$ cat src/rtl/slmb_pkg.sv
// Package for the status LED mode blinker.
// Holds item, result and configuration types, mode and kind codes and the palette.
// Used by every other file of the block but slmb_if; depends on nothing.
package slmb_pkg;

  typedef logic [23:0] rgb_t;

  localparam logic [2:0] KIND_TICK         = 3'd0;
  localparam logic [2:0] KIND_SET_MODE     = 3'd1;
  localparam logic [2:0] KIND_ENTER_CONFIG = 3'd2;
  localparam logic [2:0] KIND_SET_COLOR    = 3'd3;
  localparam logic [2:0] KIND_CLEAR_COLOR  = 3'd4;

  localparam logic [1:0] MODE_IDLE     = 2'd0;
  localparam logic [1:0] MODE_HUB_WAIT = 2'd1;
  localparam logic [1:0] MODE_LINKED   = 2'd2;
  localparam logic [1:0] MODE_CONFIG   = 2'd3;

  localparam logic [1:0] REG_NODE_ID          = 2'd0;
  localparam logic [1:0] REG_BLINK_TICKS      = 2'd1;
  localparam logic [1:0] REG_FAST_BLINK_TICKS = 2'd2;

  localparam rgb_t RGB_WHITE = 24'hFFFFFF;
  localparam rgb_t RGB_BLACK = 24'h000000;

  localparam logic [7:0] NODE_ID_RESET          = 8'd0;
  localparam logic [7:0] BLINK_TICKS_RESET      = 8'd40;
  localparam logic [7:0] FAST_BLINK_TICKS_RESET = 8'd10;

  typedef struct packed {
    logic [2:0] kind;
    logic [1:0] mode;
    logic [7:0] red;
    logic [7:0] green;
    logic [7:0] blue;
  } in_item_t;

  typedef struct packed {
    logic [7:0] led_red;
    logic [7:0] led_green;
    logic [7:0] led_blue;
    logic [1:0] active_mode;
    logic       in_config;
  } result_t;

  typedef struct packed {
    logic [7:0] node_id;
    logic [7:0] blink_ticks;
    logic [7:0] fast_blink_ticks;
  } cfg_t;

  // Colour belonging to a node number; numbers of ten and above show white.
  function automatic rgb_t palette_color(input logic [7:0] node_id);
    rgb_t c;
    case (node_id)
      8'd0:    c = 24'hFFFFFF;
      8'd1:    c = 24'hFF0000;
      8'd2:    c = 24'h00FF00;
      8'd3:    c = 24'h0000FF;
      8'd4:    c = 24'h00FFFF;
      8'd5:    c = 24'hFF00FF;
      8'd6:    c = 24'hFFFF00;
      8'd7:    c = 24'h9400D3;
      8'd8:    c = 24'hFF5A00;
      8'd9:    c = 24'h800000;
      default: c = RGB_WHITE;
    endcase
    return c;
  endfunction

endpackage

$ cat src/rtl/slmb_if.sv
// Valid/ready channel interface for the status LED mode blinker.
// The payload type is given at instantiation; depends on nothing else.
interface slmb_if #(parameter type T = logic);
  logic valid;
  logic ready;
  T     data;

  modport source(output valid, output data, input ready);
  modport sink(input valid, input data, output ready);
endinterface

$ cat src/rtl/slmb_cfg.sv
// Configuration registers of the status LED mode blinker.
// Depends on slmb_pkg for the register indexes and the cfg_t type.
module slmb_cfg (
  input  logic             clk,
  input  logic             rst,
  input  logic             cfg_we,
  input  logic [1:0]       cfg_index,
  input  logic [7:0]       cfg_data,
  output slmb_pkg::cfg_t   cfg
);

  always_ff @(posedge clk) begin
    if (rst) begin
      cfg.node_id          <= slmb_pkg::NODE_ID_RESET;
      cfg.blink_ticks      <= slmb_pkg::BLINK_TICKS_RESET;
      cfg.fast_blink_ticks <= slmb_pkg::FAST_BLINK_TICKS_RESET;
    end else if (cfg_we) begin
      case (cfg_index)
        slmb_pkg::REG_NODE_ID:          cfg.node_id          <= cfg_data;
        slmb_pkg::REG_BLINK_TICKS:      cfg.blink_ticks      <= cfg_data;
        slmb_pkg::REG_FAST_BLINK_TICKS: cfg.fast_blink_ticks <= cfg_data;
        default: ;
      endcase
    end
  end

endmodule

$ cat src/rtl/slmb_in_reg.sv
// Input register of the status LED mode blinker.
// Captures one item and offers it to the control stage; depends on slmb_pkg.
module slmb_in_reg (
  input  logic                clk,
  input  logic                rst,
  input  logic                in_valid,
  output logic                in_ready,
  input  slmb_pkg::in_item_t  in_data,
  output logic                stage_valid,
  input  logic                stage_ready,
  output slmb_pkg::in_item_t  stage_data
);

  logic held;

  // The register refills in the same cycle that its item moves on.
  assign in_ready    = !held || stage_ready;
  assign stage_valid = held;

  always_ff @(posedge clk) begin
    if (rst) begin
      held <= 1'b0;
    end else if (in_ready) begin
      held <= in_valid;
    end
  end

  always_ff @(posedge clk) begin
    if (in_ready && in_valid) begin
      stage_data <= in_data;
    end
  end

endmodule

$ cat src/rtl/slmb_ctrl.sv
// Mode, override and blink cycle state of the status LED mode blinker,
// with the result register. Depends on slmb_pkg.
module slmb_ctrl (
  input  logic                clk,
  input  logic                rst,
  input  slmb_pkg::cfg_t      cfg,
  input  logic                item_valid,
  output logic                item_ready,
  input  slmb_pkg::in_item_t  item,
  output logic                res_valid,
  input  logic                res_ready,
  output slmb_pkg::result_t   res
);

  logic [1:0]     cur_mode, cur_mode_next;
  logic           ovr_valid, ovr_valid_next;
  slmb_pkg::rgb_t ovr_color, ovr_color_next;
  logic [1:0]     cycle_mode, cycle_mode_next;
  slmb_pkg::rgb_t cycle_base, cycle_base_next;
  logic           cycle_phase, cycle_phase_next;
  logic [7:0]     phase_ticks, phase_ticks_next;
  slmb_pkg::rgb_t shown, shown_next;

  slmb_pkg::rgb_t base_now;
  slmb_pkg::rgb_t start_shown;
  logic [7:0]     len_raw;
  logic [7:0]     len;
  logic [7:0]     ticks_inc;
  logic           phase_done;
  logic           take;

  assign item_ready = !res_valid || res_ready;
  assign take       = item_valid && item_ready;

  assign base_now    = ovr_valid ? ovr_color : slmb_pkg::palette_color(cfg.node_id);
  assign start_shown = (cur_mode == slmb_pkg::MODE_CONFIG) ? slmb_pkg::RGB_WHITE : base_now;
  assign len_raw     = (cycle_mode == slmb_pkg::MODE_CONFIG) ? cfg.fast_blink_ticks
                                                             : cfg.blink_ticks;
  assign len         = (len_raw == 8'd0) ? 8'd1 : len_raw;
  assign ticks_inc   = phase_ticks + 8'd1;
  assign phase_done  = ticks_inc >= len;

  always_comb begin
    cur_mode_next    = cur_mode;
    ovr_valid_next   = ovr_valid;
    ovr_color_next   = ovr_color;
    cycle_mode_next  = cycle_mode;
    cycle_base_next  = cycle_base;
    cycle_phase_next = cycle_phase;
    phase_ticks_next = phase_ticks;
    shown_next       = shown;
    case (item.kind)
      slmb_pkg::KIND_TICK: begin
        phase_ticks_next = ticks_inc;
        if (phase_done) begin
          if (cycle_mode == slmb_pkg::MODE_LINKED || cycle_phase) begin
            cycle_mode_next  = cur_mode;
            cycle_base_next  = base_now;
            cycle_phase_next = 1'b0;
            phase_ticks_next = 8'd0;
            shown_next       = start_shown;
          end else begin
            cycle_phase_next = 1'b1;
            phase_ticks_next = 8'd0;
            shown_next       = slmb_pkg::RGB_BLACK;
          end
        end
        // A restart with unchanged mode and colour gives the same state again,
        // so the abort check may simply restart from the current state.
        if (cur_mode != cycle_mode_next ||
            (cycle_mode_next != slmb_pkg::MODE_CONFIG && base_now != cycle_base_next)) begin
          cycle_mode_next  = cur_mode;
          cycle_base_next  = base_now;
          cycle_phase_next = 1'b0;
          phase_ticks_next = 8'd0;
          shown_next       = start_shown;
        end
      end
      slmb_pkg::KIND_SET_MODE: begin
        if (!(cur_mode == slmb_pkg::MODE_CONFIG && item.mode == slmb_pkg::MODE_IDLE)) begin
          cur_mode_next = item.mode;
        end
      end
      slmb_pkg::KIND_ENTER_CONFIG: begin
        ovr_valid_next = 1'b0;
        cur_mode_next  = slmb_pkg::MODE_CONFIG;
      end
      slmb_pkg::KIND_SET_COLOR: begin
        ovr_color_next = {item.red, item.green, item.blue};
        ovr_valid_next = 1'b1;
      end
      slmb_pkg::KIND_CLEAR_COLOR: begin
        ovr_valid_next = 1'b0;
      end
      default: ;
    endcase
  end

  always_ff @(posedge clk) begin
    if (rst) begin
      cur_mode    <= slmb_pkg::MODE_IDLE;
      ovr_valid   <= 1'b0;
      ovr_color   <= slmb_pkg::RGB_BLACK;
      cycle_mode  <= slmb_pkg::MODE_IDLE;
      cycle_base  <= slmb_pkg::palette_color(slmb_pkg::NODE_ID_RESET);
      cycle_phase <= 1'b0;
      phase_ticks <= 8'd0;
      shown       <= slmb_pkg::palette_color(slmb_pkg::NODE_ID_RESET);
      res_valid   <= 1'b0;
    end else begin
      if (take) begin
        cur_mode    <= cur_mode_next;
        ovr_valid   <= ovr_valid_next;
        ovr_color   <= ovr_color_next;
        cycle_mode  <= cycle_mode_next;
        cycle_base  <= cycle_base_next;
        cycle_phase <= cycle_phase_next;
        phase_ticks <= phase_ticks_next;
        shown       <= shown_next;
      end
      if (item_ready) begin
        res_valid <= item_valid;
      end
    end
  end

  always_ff @(posedge clk) begin
    if (take) begin
      res.led_red     <= shown_next[23:16];
      res.led_green   <= shown_next[15:8];
      res.led_blue    <= shown_next[7:0];
      res.active_mode <= cur_mode_next;
      res.in_config   <= (cur_mode_next == slmb_pkg::MODE_CONFIG);
    end
  end

endmodule

$ cat src/rtl/status_led_mode_blinker_top.sv
// Status LED mode blinker: turns tick and control items into LED colour and mode.
// Input channel in_ch carries one item (kind, mode, red, green, blue); output
// channel out_ch carries one result for every item (LED colour, active_mode,
// in_config). Both use valid/ready; an item moves when both are high.
// The configuration port (cfg_we, cfg_index, cfg_data) writes node_id,
// blink_ticks and fast_blink_ticks at indexes 0, 1 and 2; write it only while
// no item is in flight.
// Path: a result passes through the input register, then through the state update
// into the result register, which offers it on out_ch.
// Throughput: one item per cycle while out_ch is not stalled; the state update for
// one item is a single short combinational step, so consecutive items follow
// each other directly. When the receiver stalls, the result register holds and
// the input register takes one more item before in_ch.ready drops.
// Reset (rst, synchronous) returns to idle mode with no override colour, the
// configuration registers to their defaults and the LED to white.
// Depends on slmb_pkg, slmb_if, slmb_cfg, slmb_in_reg and slmb_ctrl.
module status_led_mode_blinker_top (
  input  logic        clk,
  input  logic        rst,
  slmb_if.sink        in_ch,
  slmb_if.source      out_ch,
  input  logic        cfg_we,
  input  logic [1:0]  cfg_index,
  input  logic [7:0]  cfg_data
);

  slmb_pkg::cfg_t     cfg;
  logic               stage_valid;
  logic               stage_ready;
  slmb_pkg::in_item_t stage_data;

  slmb_cfg u_cfg (
    .clk       (clk),
    .rst       (rst),
    .cfg_we    (cfg_we),
    .cfg_index (cfg_index),
    .cfg_data  (cfg_data),
    .cfg       (cfg)
  );

  slmb_in_reg u_in_reg (
    .clk         (clk),
    .rst         (rst),
    .in_valid    (in_ch.valid),
    .in_ready    (in_ch.ready),
    .in_data     (in_ch.data),
    .stage_valid (stage_valid),
    .stage_ready (stage_ready),
    .stage_data  (stage_data)
  );

  slmb_ctrl u_ctrl (
    .clk        (clk),
    .rst        (rst),
    .cfg        (cfg),
    .item_valid (stage_valid),
    .item_ready (stage_ready),
    .item       (stage_data),
    .res_valid  (out_ch.valid),
    .res_ready  (out_ch.ready),
    .res        (out_ch.data)
  );

endmodule

$ cat src/flat_wrapper.sv
// flat-port wrapper written by rule: the top's interface ports become plain ports
module status_led_mode_blinker_top_flat 
  (clk, rst, cfg_we, cfg_index, cfg_data, in_ch_valid, in_ch_data, in_ch_ready, out_ch_valid, out_ch_data, out_ch_ready);
  slmb_if #(.T(slmb_pkg::in_item_t)) in_ch_i ();
  slmb_if #(.T(slmb_pkg::result_t)) out_ch_i ();
  input  logic clk;
  input  logic rst;
  input  logic cfg_we;
  input  logic [1:0] cfg_index;
  input  logic [7:0] cfg_data;
  input wire logic [$bits(in_ch_i.valid)-1:0] in_ch_valid;
  input wire logic [$bits(in_ch_i.data)-1:0] in_ch_data;
  output wire logic [$bits(in_ch_i.ready)-1:0] in_ch_ready;
  output wire logic [$bits(out_ch_i.valid)-1:0] out_ch_valid;
  output wire logic [$bits(out_ch_i.data)-1:0] out_ch_data;
  input wire logic [$bits(out_ch_i.ready)-1:0] out_ch_ready;
  assign in_ch_i.valid = in_ch_valid;
  assign in_ch_i.data = in_ch_data;
  assign in_ch_ready = in_ch_i.ready;
  assign out_ch_valid = out_ch_i.valid;
  assign out_ch_data = out_ch_i.data;
  assign out_ch_i.ready = out_ch_ready;
  status_led_mode_blinker_top u_core (.clk(clk), .rst(rst), .in_ch(in_ch_i), .out_ch(out_ch_i), .cfg_we(cfg_we), .cfg_index(cfg_index), .cfg_data(cfg_data));
endmodule
$ cat config.mk
export PLATFORM = sky130hd
export DESIGN_NAME = status_led_mode_blinker_top_flat
export DESIGN_NICKNAME = d
export VERILOG_FILES = /design/src/rtl/slmb_pkg.sv /design/src/rtl/slmb_if.sv /design/src/rtl/slmb_cfg.sv /design/src/rtl/slmb_in_reg.sv /design/src/rtl/slmb_ctrl.sv /design/src/rtl/status_led_mode_blinker_top.sv /design/src/flat_wrapper.sv
export SDC_FILE = /design/constraint.sdc
export NUM_CORES = 1
export LEC_CHECK = 0
export BUFFER_PORTS_ARGS = -buffer_cell sky130_fd_sc_hd__clkbuf_2
export CORE_MARGIN = 4
export CORE_UTILIZATION = 59
export CTS_CLUSTER_SIZE = 28
export DETAILED_ROUTE_END_ITERATION = 10
export PLACE_DENSITY = 0.87
export SYNTH_ARGS = -nofsm -noshare
export SYNTH_HDL_FRONTEND = slang
export SYNTH_SLANG_ARGS = --single-unit
$ cat constraint.sdc
create_clock -name clk -period 4.2 [get_ports clk]
set_input_delay 0.42 -clock clk [delete_from_list [all_inputs] [get_ports clk]]
set_output_delay 0.42 -clock clk [all_outputs]
set_load 0.02 [all_outputs]
==> Word-level counts from Yosys, hierarchy flattened <==
Memory sizes are Yosys's and may differ from the RTL's. A register that Yosys moved wholly into a read port is not among the register bits.
Cells that the tools add are included.
{ "totals": {"input_bits": 44, "output_inout_bits": 29, "word_cells": 91, "romBits": 384, "memories": 1, "regBits": 168} }
{ "memory_table": {"columns": ["memory", "words", "width", "read_ports", "rd_clocked_by_memory_dff", "wr", "line_no", "rtl"], "rows": [
  ["(no name shown)", 16, 24, 1, 1, 0, "slmb_pkg.sv:55", "case (node_id)"]
]} }
{ "op_classes": {"n_lt_le_gt_ge": 1, "n_mux": 27, "add_sub_neg": 1, "reduce_logical": 25, "eq_ne": 13} }
{ "op_table": {"columns": ["op", "n"], "rows": [
  ["$mux W24", 11],
  ["$mux W8", 4],
  ["$ne A24 B24 Y1", 1],
  ["$reduce_and A2 Y1", 6],
  ["$eq A2 B2 Y1 const B", 5],
  ["$mux W2", 5],
  ["$add A8 B1 Y8 const B", 1],
  ["$ge A8 B8 Y1", 1],
  ["$logic_not A8 Y1", 1],
  ["$mux W4", 2],
  ["$eq A3 B2 Y1 const B", 2],
  ["$logic_and A1 B1 Y1", 4],
  ["$logic_not A2 Y1", 2],
  ["$logic_not A4 Y1", 1],
  ["$logic_or A1 B1 Y1", 4],
  ["$pmux W2 S2", 1],
  ["$reduce_bool A2 Y1", 2],
  ["$eq A3 B1 Y1 const B", 1],
  ["$eq A3 B3 Y1 const B", 1],
  ["$logic_not A3 Y1", 1],
  ["$mux W1", 3],
  ["$reduce_and A3 Y1", 1],
  ["$eq A2 B1 Y1 const B", 1],
  ["$logic_not A1 Y1", 2],
  ["4 further kinds", 4]
]} }

==> Depth between registers and ports, before layout <==
Gate-level depths: netlist (run 1).
{ "depth": {"ltp_word": 12, "mapped_depth": 15, "depth_no_buf": 12} }

==> Cells and area by module <==
From an unflattened synthesis (run 1), not the netlist that was laid out.
{ "unflattened": {"hier_cells": 821, "area_unflattened_um2": 8035.2} }
{ "by_module_without_submodules": {"columns": ["module", "instances", "cells_per_inst", "seq_area_each_um2", "area_per_inst_um2"], "rows": [
  ["slmb_ctrl", 1, 693, 2552.4, 6112.1],
  ["slmb_cfg", 1, 94, 480.5, 997.2],
  ["slmb_in_reg", 1, 34, 890.9, 925.9]
]} }

==> Least setup slack after synthesis (run 1) <==
No wires, ideal clock.
{ "synth_timing": {"kind": "reg2reg", "from": "reg u_core.u_ctrl.cycle_mode[0]", "to": "reg u_core.u_ctrl.shown[10]", "synth_period_minus_slack_ns": 3.575, "path_buffers": 3, "path_stages_with_launch": 16, "t_required_ns": 4.078, "arrival_time_ns": 3.453, "slack_ns": 0.625, "setup_time_ns": 0.122, "path_cell_list": "dfxtp_1 -> clkbuf_1 -> nand2_1 -> mux2i_1 -> nand4_1 -> o21ai_0 -> ha_1 -> nor3b_1 -> o21ai_0 -> a21oi_1 -> or2_2 -> buf_1 -> a21oi_1 -> a21boi_4 -> buf_6 -> a221o_1"} }
{ "synth_between": {"elab_chain_cells": 12, "elab_cells_between_ends": 22, "classes_between": "1 x order compare; 5 x eq/ne; 12 x mux; 4 x reduce/logical"} }
{ "synth_lines": {"columns": ["element", "line_no", "rtl"], "rows": [
  ["from (decl)", "slmb_ctrl.sv:18", "logic [1:0] cycle_mode, cycle_mode_next;"],
  ["from (signal assigned)", "slmb_ctrl.sv:104", "cycle_mode <= slmb_pkg::MODE_IDLE;"],
  ["from (signal assigned)", "slmb_ctrl.sv:115", "cycle_mode <= cycle_mode_next;"],
  ["$eq A2 B2 Y1", "slmb_ctrl.sv:37", "assign len_raw = (cycle_mode == slmb_pkg::MODE_CONFIG) ? cfg.fast_blink_ticks"],
  ["$mux W8", "slmb_ctrl.sv:37", null],
  ["$logic_not A8 Y1", "slmb_ctrl.sv:39", "assign len = (len_raw == 8'd0) ? 8'd1 : len_raw;"],
  ["$mux W8", "slmb_ctrl.sv:39", null],
  ["$ge A8 B8 Y1", "slmb_ctrl.sv:41", "assign phase_done = ticks_inc >= len;"],
  ["$mux W24 or $mux W2 (tied branches)", "slmb_ctrl.sv:55", "if (phase_done) begin"],
  ["$mux W24 or $mux W2 (tied branches)", "slmb_ctrl.sv:52", "case (item.kind)"],
  ["$ne A24 B24 Y1 or $ne A2 B2 Y1 (tied branches)", "slmb_ctrl.sv:71", "(cycle_mode_next != slmb_pkg::MODE_CONFIG && base_now != cycle_base_next)) begin"],
  ["$logic_and A1 B1 Y1", "slmb_ctrl.sv:71", null],
  ["$logic_or A1 B1 Y1", "slmb_ctrl.sv:70", "if (cur_mode != cycle_mode_next ||"],
  ["$mux W24 *", "slmb_ctrl.sv:70", null],
  ["$mux W24 *", "slmb_ctrl.sv:52", null],
  ["to (signal assigned)", "slmb_ctrl.sv:108", "shown <= slmb_pkg::palette_color(slmb_pkg::NODE_ID_RESET);"],
  ["to (signal assigned)", "slmb_ctrl.sv:119", "shown <= shown_next;"],
  ["to (decl)", "slmb_ctrl.sv:22", "slmb_pkg::rgb_t shown, shown_next;"]
]} }
Every way passes the cells marked *; elsewhere a longest branch is shown, timed or not. The select of a mux whose other input is x is not followed.
A chain may end at the register's enable or synchronous reset.

==> Worst setup path after layout (run 1) <==
{ "layout_timing": {"from": "reg u_core.u_ctrl.cycle_mode[0]", "to": "reg u_core.u_ctrl.res[22] in the netlist's numbering (data pin)"} }
{ "layout_between": {"elab_chain_cells": 12, "elab_cells_between_ends": 22, "classes_between": "1 x order compare; 5 x eq/ne; 12 x mux; 4 x reduce/logical"} }
{ "layout_lines": {"columns": ["element", "line_no", "rtl"], "rows": [
  ["$eq A2 B2 Y1", "slmb_ctrl.sv:37", null],
  ["$mux W8", "slmb_ctrl.sv:37", null],
  ["$logic_not A8 Y1", "slmb_ctrl.sv:39", null],
  ["$mux W8", "slmb_ctrl.sv:39", null],
  ["$ge A8 B8 Y1", "slmb_ctrl.sv:41", null],
  ["$mux W24 or $mux W2 (tied branches)", "slmb_ctrl.sv:55", null],
  ["$mux W24 or $mux W2 (tied branches)", "slmb_ctrl.sv:52", null],
  ["$ne A24 B24 Y1 or $ne A2 B2 Y1 (tied branches)", "slmb_ctrl.sv:71", null],
  ["$logic_and A1 B1 Y1", "slmb_ctrl.sv:71", null],
  ["$logic_or A1 B1 Y1", "slmb_ctrl.sv:70", null],
  ["$mux W24 *", "slmb_ctrl.sv:70", null],
  ["$mux W24 *", "slmb_ctrl.sv:52", null],
  ["via u_core.u_ctrl.shown_next[19]", "slmb_ctrl.sv:22", null],
  ["to (decl)", "slmb_ctrl.sv:12", "output slmb_pkg::result_t res"]
]} }
Mark *: on every way through the listed nets, which the timed path passes. The rest lies on a longest branch. The select of a mux whose other input is x is not followed.

==> reports/results.tsv, run 1 <==
metric	value	unit
status	complete, no violations	
synth_top_area_cell	dfxtp_1	
dr_total_vias	6439	
layout-drive-gt1-share	15.01	%
seq_area	4064	µm²
num_rows	41	
cts_buffer_depth	2	
cp_max_fo	24	
ioPinCount	73	
cts-hold-fix-buffers	0	
synth_edf_count	56	
place_ws	380.2	ps
maxCapViolCount	0	
cts_tree	done	
r2r_cells	11	
fp.dieH	123.6	µm
n_fill_cell	979	
clk-insertion-delay-late	430	ps
syn_area_per_cell	10.07	µm²
worstHoldEndpoint	u_core.u_in_reg.stage_data[13]	
drtPass1Iterations	5	
syn-instance-count	783	
grt_pass1_wl	29440	µm
io_buffer_count	72	
whs_path_depth	1	
post_drt_via_cell_ratio	6.325	
start_util	61.25	%
clockRootBuffer	clkbuf_16	
multiInputGateArea	3472	µm²
post_drt_wl_per_cell	18.03	µm
post_dp_cell_area	8280	µm²
synth_top_flop_cell	dfxtp_1	
dieArea	15280	µm²
min_from	in_ch_data[13]	
track_usage	24.63	%
fin_util	69.01	%
r2r_start	u_core.u_ctrl.cycle_mode[0]	
fin_worst_skew	7.494	ps
cp.required	4490	ps
worstPathArrival	4240	ps
areaGrowthSynthToFinish	12.68	%
antenna_found_initial	0	
synthArstFlopShare	0	%
dpl.hpwl	12430	µm
first_global_vias	5813	
crit_type	reg2reg	
yosysSeqAreaShare	51.53	%
cts_buffers	17	
synth_nets	840	
ant_nets	0	
yosysTopAreaCellShare	30.21	%
period_minus_slack	3947	ps
r2r_setup_slack	250	ps
worst_slack	253.3	ps
clk_pin_slew	60	ps
die_width	123.6	µm
antenna_cells	0	
power_leakage	3.599	nW
p_per_area	433.7	nW/µm²
syn_area	7886	µm²
peakVddDrop	0.2753	mV
holdCritPathClass	in2reg	
max_slew_margin	24.60	%
synth.distinct_cells	63	
grt-ovfl-total	0	
clock_sinks	175	
synth.most_common_cell	dfxtp_1	
yosys_warnings	0	
gp_congestion	0.9713	
drcViolationCount	0	
maxSlewViolCount	0	
first_iter_violations	920	
finalHoldViolCount	0	
achievable-frequency	253.4	MHz
grt_start_max_net_pins	56	
rr_endpoint	u_core.u_ctrl.res[22]	
synth_common_cells	dfxtp_1 (119), nand2_1 (104), nor2_1 (84)	
postLayoutCellArea	8886	µm²
ctsHtreeMaxLevel	4	
core_area	12880	µm²
finalCritPeriodShare	93.97	%
wl	18360	µm
ys_seq_elements	175	
setup_viol	0	
endpoint_kind	flip-flop	
crit_path_start_kind	flip-flop	
worstMarginPinSlew	1131	ps
fin_nets	890	
synth_area_leaders	dfxtp_1 (30%), edfxtp_1 (21%), a221o_1 (6.1%)	
[how the worst max path moves through the flow]
stage                                start                       to
5_1_grt        u_core.u_ctrl.cycle_mode[0]     u_core.u_ctrl.res[6]
3_3_place_gp   u_core.u_ctrl.cycle_mode[0]     u_core.u_ctrl.res[3]
6_report       u_core.u_ctrl.cycle_mode[0]    u_core.u_ctrl.res[22]
3_5_place_dp   u_core.u_ctrl.cycle_mode[0]     u_core.u_ctrl.res[3]
4_1_cts        u_core.u_ctrl.cycle_mode[0]     u_core.u_ctrl.res[3]
2_1_floorplan  u_core.u_ctrl.cycle_mode[0]  u_core.u_ctrl.shown[10]
[placed cells by master (no fill, tap or decap), drive strengths merged, types with 5 or more instances in the layout]
cell,instances
a21oi,47
a221o,48
a32o,29
and2,6
and3,5
buf,12
clkbuf,90
clkinv,6
dfxtp,119
edfxtp,56
ha,13
inv,25
mux2i,33
nand2,104
nand2b,15
nand3,6
nor2,84
nor2b,17
nor3,10
o21ai,25
o221ai,8
o22ai,13
or2,5
xnor2,5
[stage by stage]
stage | total power (W) | hold slack, ps | TNS [ps] | instances
after floorplan | 0.002157 | 439.1 | 0 | 783
after global placement | 0.002250 | 456.7 | 0 | 986
after detailed placement | 0.002257 | 464.8 | 0 | 986
after CTS | 0.003851 | 149.4 | 0 | 1018
after global routing | 0.003982 | 151.4 | -218.1 | 1018
final | 0.003854 | 157.7 | 0 | 1018
[critical path, cell delays in order (launching register included)]
cell,delay (ps)
dfxtp_1,410
nand2_1,340
mux2i_1,420
nand3_1,110
o21ai_0,190
ha_1,150
nor3b_1,50
o21ai_0,350
a21oi_2,200
or2_2,440
a211oi_4,890
a32o_1,240
[routing by layer]
| metal | up-vias | track usage [%] | wire length, µm |
|---|---|---|---|
| met2 | 314 | 36.23 | 8246 |
| met5 | - | 0 | 0 |
| met4 | 0 | 10.31 | 515 |
| li1 | 2999 | - | - |
| met1 | 3078 | 34.83 | 8166 |
| met3 | 48 | 6.085 | 1429 |
[area by class of cell]
class,count,share of cell area [%]
Multi-Input combinational cell,532,39.07
Clock buffer,19,4.872
Clock inverter,13,1.901
Inverter,24,1.014
Tap cell,172,2.422
Timing Repair Buffer,83,4.985
Sequential cell,175,45.73
[cell families (layout without fill, tap and decap cells)]
group           count (synthesis)  in the layout  synth area share [%]
simple gates                  270            270                 15.56
compound gates                207            207                 21.09
flops                         175            175                 51.53
buf+inv                        76            139                 4.490
mux                            34             34                 4.379
fa+ha+maj                      13             13                 2.063
xor+xnor                        8              8                0.8885
[report_power, final]
part	internal [W]	total (W)	switching, W	leakage [nW]
logic	0.000137	0.000383	0.000246	1.83
clock network	0.000985	0.00162	0.000633	0.287
registers	0.00181	0.00185	0.0000395	1.48
total	0.00294	0.00385	0.000919	3.60
[flip-flops by register name (all words and copies together) (netlist names), named ones only]
name and flops:
u_core.u_in_reg.stage_data 29, u_core.u_ctrl.res 27, u_core.u_cfg.cfg 24, u_core.u_ctrl.cycle_base 24
u_core.u_ctrl.ovr_color 24, u_core.u_ctrl.shown 24, u_core.u_ctrl.phase_ticks 8, u_core.u_ctrl.cur_mode 2
u_core.u_ctrl.cycle_mode 2, u_core.u_ctrl.cycle_phase 1, u_core.u_ctrl.ovr_valid 1, u_core.u_ctrl.res_valid 1
u_core.u_in_reg.stage_valid 1
[what timing repair did]
action | in CTS | in global routing
setup endpoints to repair | 0 | 46
hold endpoints to repair | 0 | 0
buffers inserted | 0 | 0
gates resized for setup | 0 | 1
Note: power is estimated with default switching activity, not from simulation.
==> run 2: changes to the inputs <==
- BUFFER_PORTS_ARGS: -buffer_cell sky130_fd_sc_hd__clkbuf_2 -> -buffer_cell sky130_fd_sc_hd__buf_2
- CORE_ASPECT_RATIO: not set -> 0.9
==> reports/results.tsv, run 2 (same netlist as run 1, synthesis figures left out) <==
metric	value	unit	change
whs_path_depth	1		unchanged
drtPass1Iterations	5		unchanged
fin_nets	890		unchanged
first_iter_violations	773		was 920
grt-ovfl-total	0		unchanged
start_util	61.22	%	was 61.25%
io_buffer_count	72		unchanged
crit_family	compound AO/OA/AOI/OAI gates		unchanged
rr_endpoint	u_core.u_ctrl.shown[2]		was u_core.u_ctrl.res[22]
grt_start_max_net_pins	59		was 56
track_usage	24.22	%	was 24.63%
achievable-frequency	258.9	MHz	was 253.4 MHz
largest_reg_flops	29		unchanged
crit_path_frequent_cell	o21ai_0		unchanged
cp_max_fo	24		unchanged
core_area	12880	µm²	about the same
drcViolationCount	0		unchanged
layout_commonest_cell	dfxtp_1		unchanged
cpPeakStageDelay	640	ps	was 890 ps
gp_congestion	0.9388		was 0.9713
critPathSlowestCell	a21boi_4		was a211oi_4
antenna_cells	0		unchanged
finalHoldViolCount	0		unchanged
path_cells	nand2_1 -> mux2i_1 -> nand3_1 -> o21ai_0 -> ha_1 -> nor3b_1 -> o21ai_0 -> a21oi_2 -> or2_2 -> a21oi_1 -> a21boi_4 -> a221o_1		was nand2_1 -> mux2i_1 -> nand3_1 -> o21ai_0 -> ha_1 -> nor3b_1 -> o21ai_0 -> a21oi_2 -> or2_2 -> a211oi_4 -> a32o_1
maxCapViolCount	0		unchanged
reg.largest.list	u_core.u_in_reg.stage_data: 29 flops, u_core.u_ctrl.res: 27 flops		unchanged
cp.required	4570	ps	was 4490 ps
fin_worst_skew	9.511	ps	was 7.494 ps
first_global_vias	5837		was 5813
ant_nets	0		unchanged
clockRootBuffer	clkbuf_16		unchanged
post_drt_via_cell_ratio	6.309		was 6.325
p_per_area	418.7	nW/µm²	was 433.7 nW/µm²
clk_pin_slew	60	ps	about the same
final_cell_mix	dfxtp_1 (119), nand2_1 (104), nor2_1 (84)		unchanged
finalCritPeriodShare	91.95	%	was 93.97%
clock_sinks	175		unchanged
layout-drive-gt1-share	14.89	%	was 15.01%
maxSlewViolCount	0		unchanged
post_drt_wl_per_cell	18.36	µm	was 18.03 µm
worstPathArrival	4230	ps	was 4240 ps
worstHoldEndpoint	u_core.u_in_reg.stage_data[23]		was u_core.u_in_reg.stage_data[13]
power	0.003694	W	was 0.003854 W
dieArea	15280	µm²	about the same
die_width	129.9	µm	was 123.6 µm
tns	0	ps	unchanged
ctsHtreeMaxLevel	4		unchanged
post_cts_buffers	0		unchanged
setup_viol	0		unchanged
fp.dieH	117.7	µm	was 123.6 µm
min_from	in_ch_data[23]		was in_ch_data[13]
cts_buffers	17		unchanged
crit_type	reg2reg		unchanged
grt_setup_unrepaired	no		
ctsResizeCount	0		unchanged
cts_tree	done		unchanged
r2r_start	u_core.u_ctrl.cycle_mode[0]		unchanged
path_buf_inv	0		unchanged
wl	18540	µm	was 18360 µm
worstMarginPinSlew	1132	ps	was 1131 ps
power_leakage	3.545	nW	was 3.599 nW
crit_path_start_kind	flip-flop		unchanged
clk-insertion-delay-late	430	ps	about the same
ioPinCount	73		unchanged
dpl.hpwl	12360	µm	was 12430 µm
cts_buffer_depth	2		unchanged
antenna_found_initial	0		unchanged
r2r_setup_slack	340	ps	was 250 ps
r2r_cells	12		was 11
grt_pass1_wl	29650	µm	was 29440 µm
areaGrowthSynthToFinish	11.87	%	was 12.68%
max_slew_margin	24.52	%	was 24.60%
dr_total_vias	6372		was 6439
regMostFlops	u_core.u_in_reg.stage_data		unchanged
holdCritPathClass	in2reg		unchanged
endpoint_kind	flip-flop		unchanged
peakVddDrop	0.3284	mV	was 0.2753 mV
period_minus_slack	3862	ps	was 3947 ps
status	complete, no violations		unchanged
num_rows	39		was 41
cts-hold-fix-buffers	0		unchanged
==> run 2: layout make-up <==
cell class	instances	area [µm²]
timing repair buffer	82	435.4
clock inverter	11	92.59
fill	987	4060
tap	164	205.2
sequential	175	4064
clock buffer	21	450.4
inverter	24	90.09
multi-input combinational	533	3485
==> run 2: how the worst max path moves through the flow <==
stage	from	endpoint	slack (ps)	cells past startpoint
2_1_floorplan	u_core.u_ctrl.cycle_mode[0]	u_core.u_ctrl.shown[10]	630	15
3_3_place_gp	u_core.u_ctrl.cycle_mode[0]	u_core.u_ctrl.res[3]	430	11
3_5_place_dp	u_core.u_ctrl.cycle_mode[0]	u_core.u_ctrl.res[3]	360	11
4_1_cts	u_core.u_ctrl.cycle_mode[0]	u_core.u_ctrl.res[3]	290	11
5_1_grt	u_core.u_ctrl.cycle_mode[0]	u_core.u_ctrl.shown[15]	50	12
6_report	u_core.u_ctrl.cycle_mode[0]	u_core.u_ctrl.shown[2]	340	12
==> run 2: where the power goes <==
part / internal (W) / switching [W]
registers: 0.00181 / 0.0000383
logic: 0.000137 / 0.000251
clock network: 0.000826 / 0.000630
==> run 2: metal layers <==
layer / part of all wire (%) / wire length (µm) / global-route usage [%] / vias to the layer above
met2: 43 / 8063 / 34.31 / 309
met4: 1.7 / 310 / 6.883 / 0
met3: 8.8 / 1634 / 6.851 / 27
met5: 0 / 0 / 0 / -
li1: - / - / - / 3007
met1: 46 / 8530 / 36.15 / 3029
==> run 2: through the flow <==
stage                     worst slack, ps  hold slack, ps  cell area (µm²)  util, %  std cells
final                               338.0           156.6             8822    68.48       1010
after global placement              425.0           452.8             8263    64.14        977
after floorplan                     625.4           439.1             7886        -        783
after global routing                49.62           136.1             8822    68.48       1010
after CTS                           286.9           140.2             8806    68.36       1009
after detailed placement            361.6           459.7             8263    64.14        977
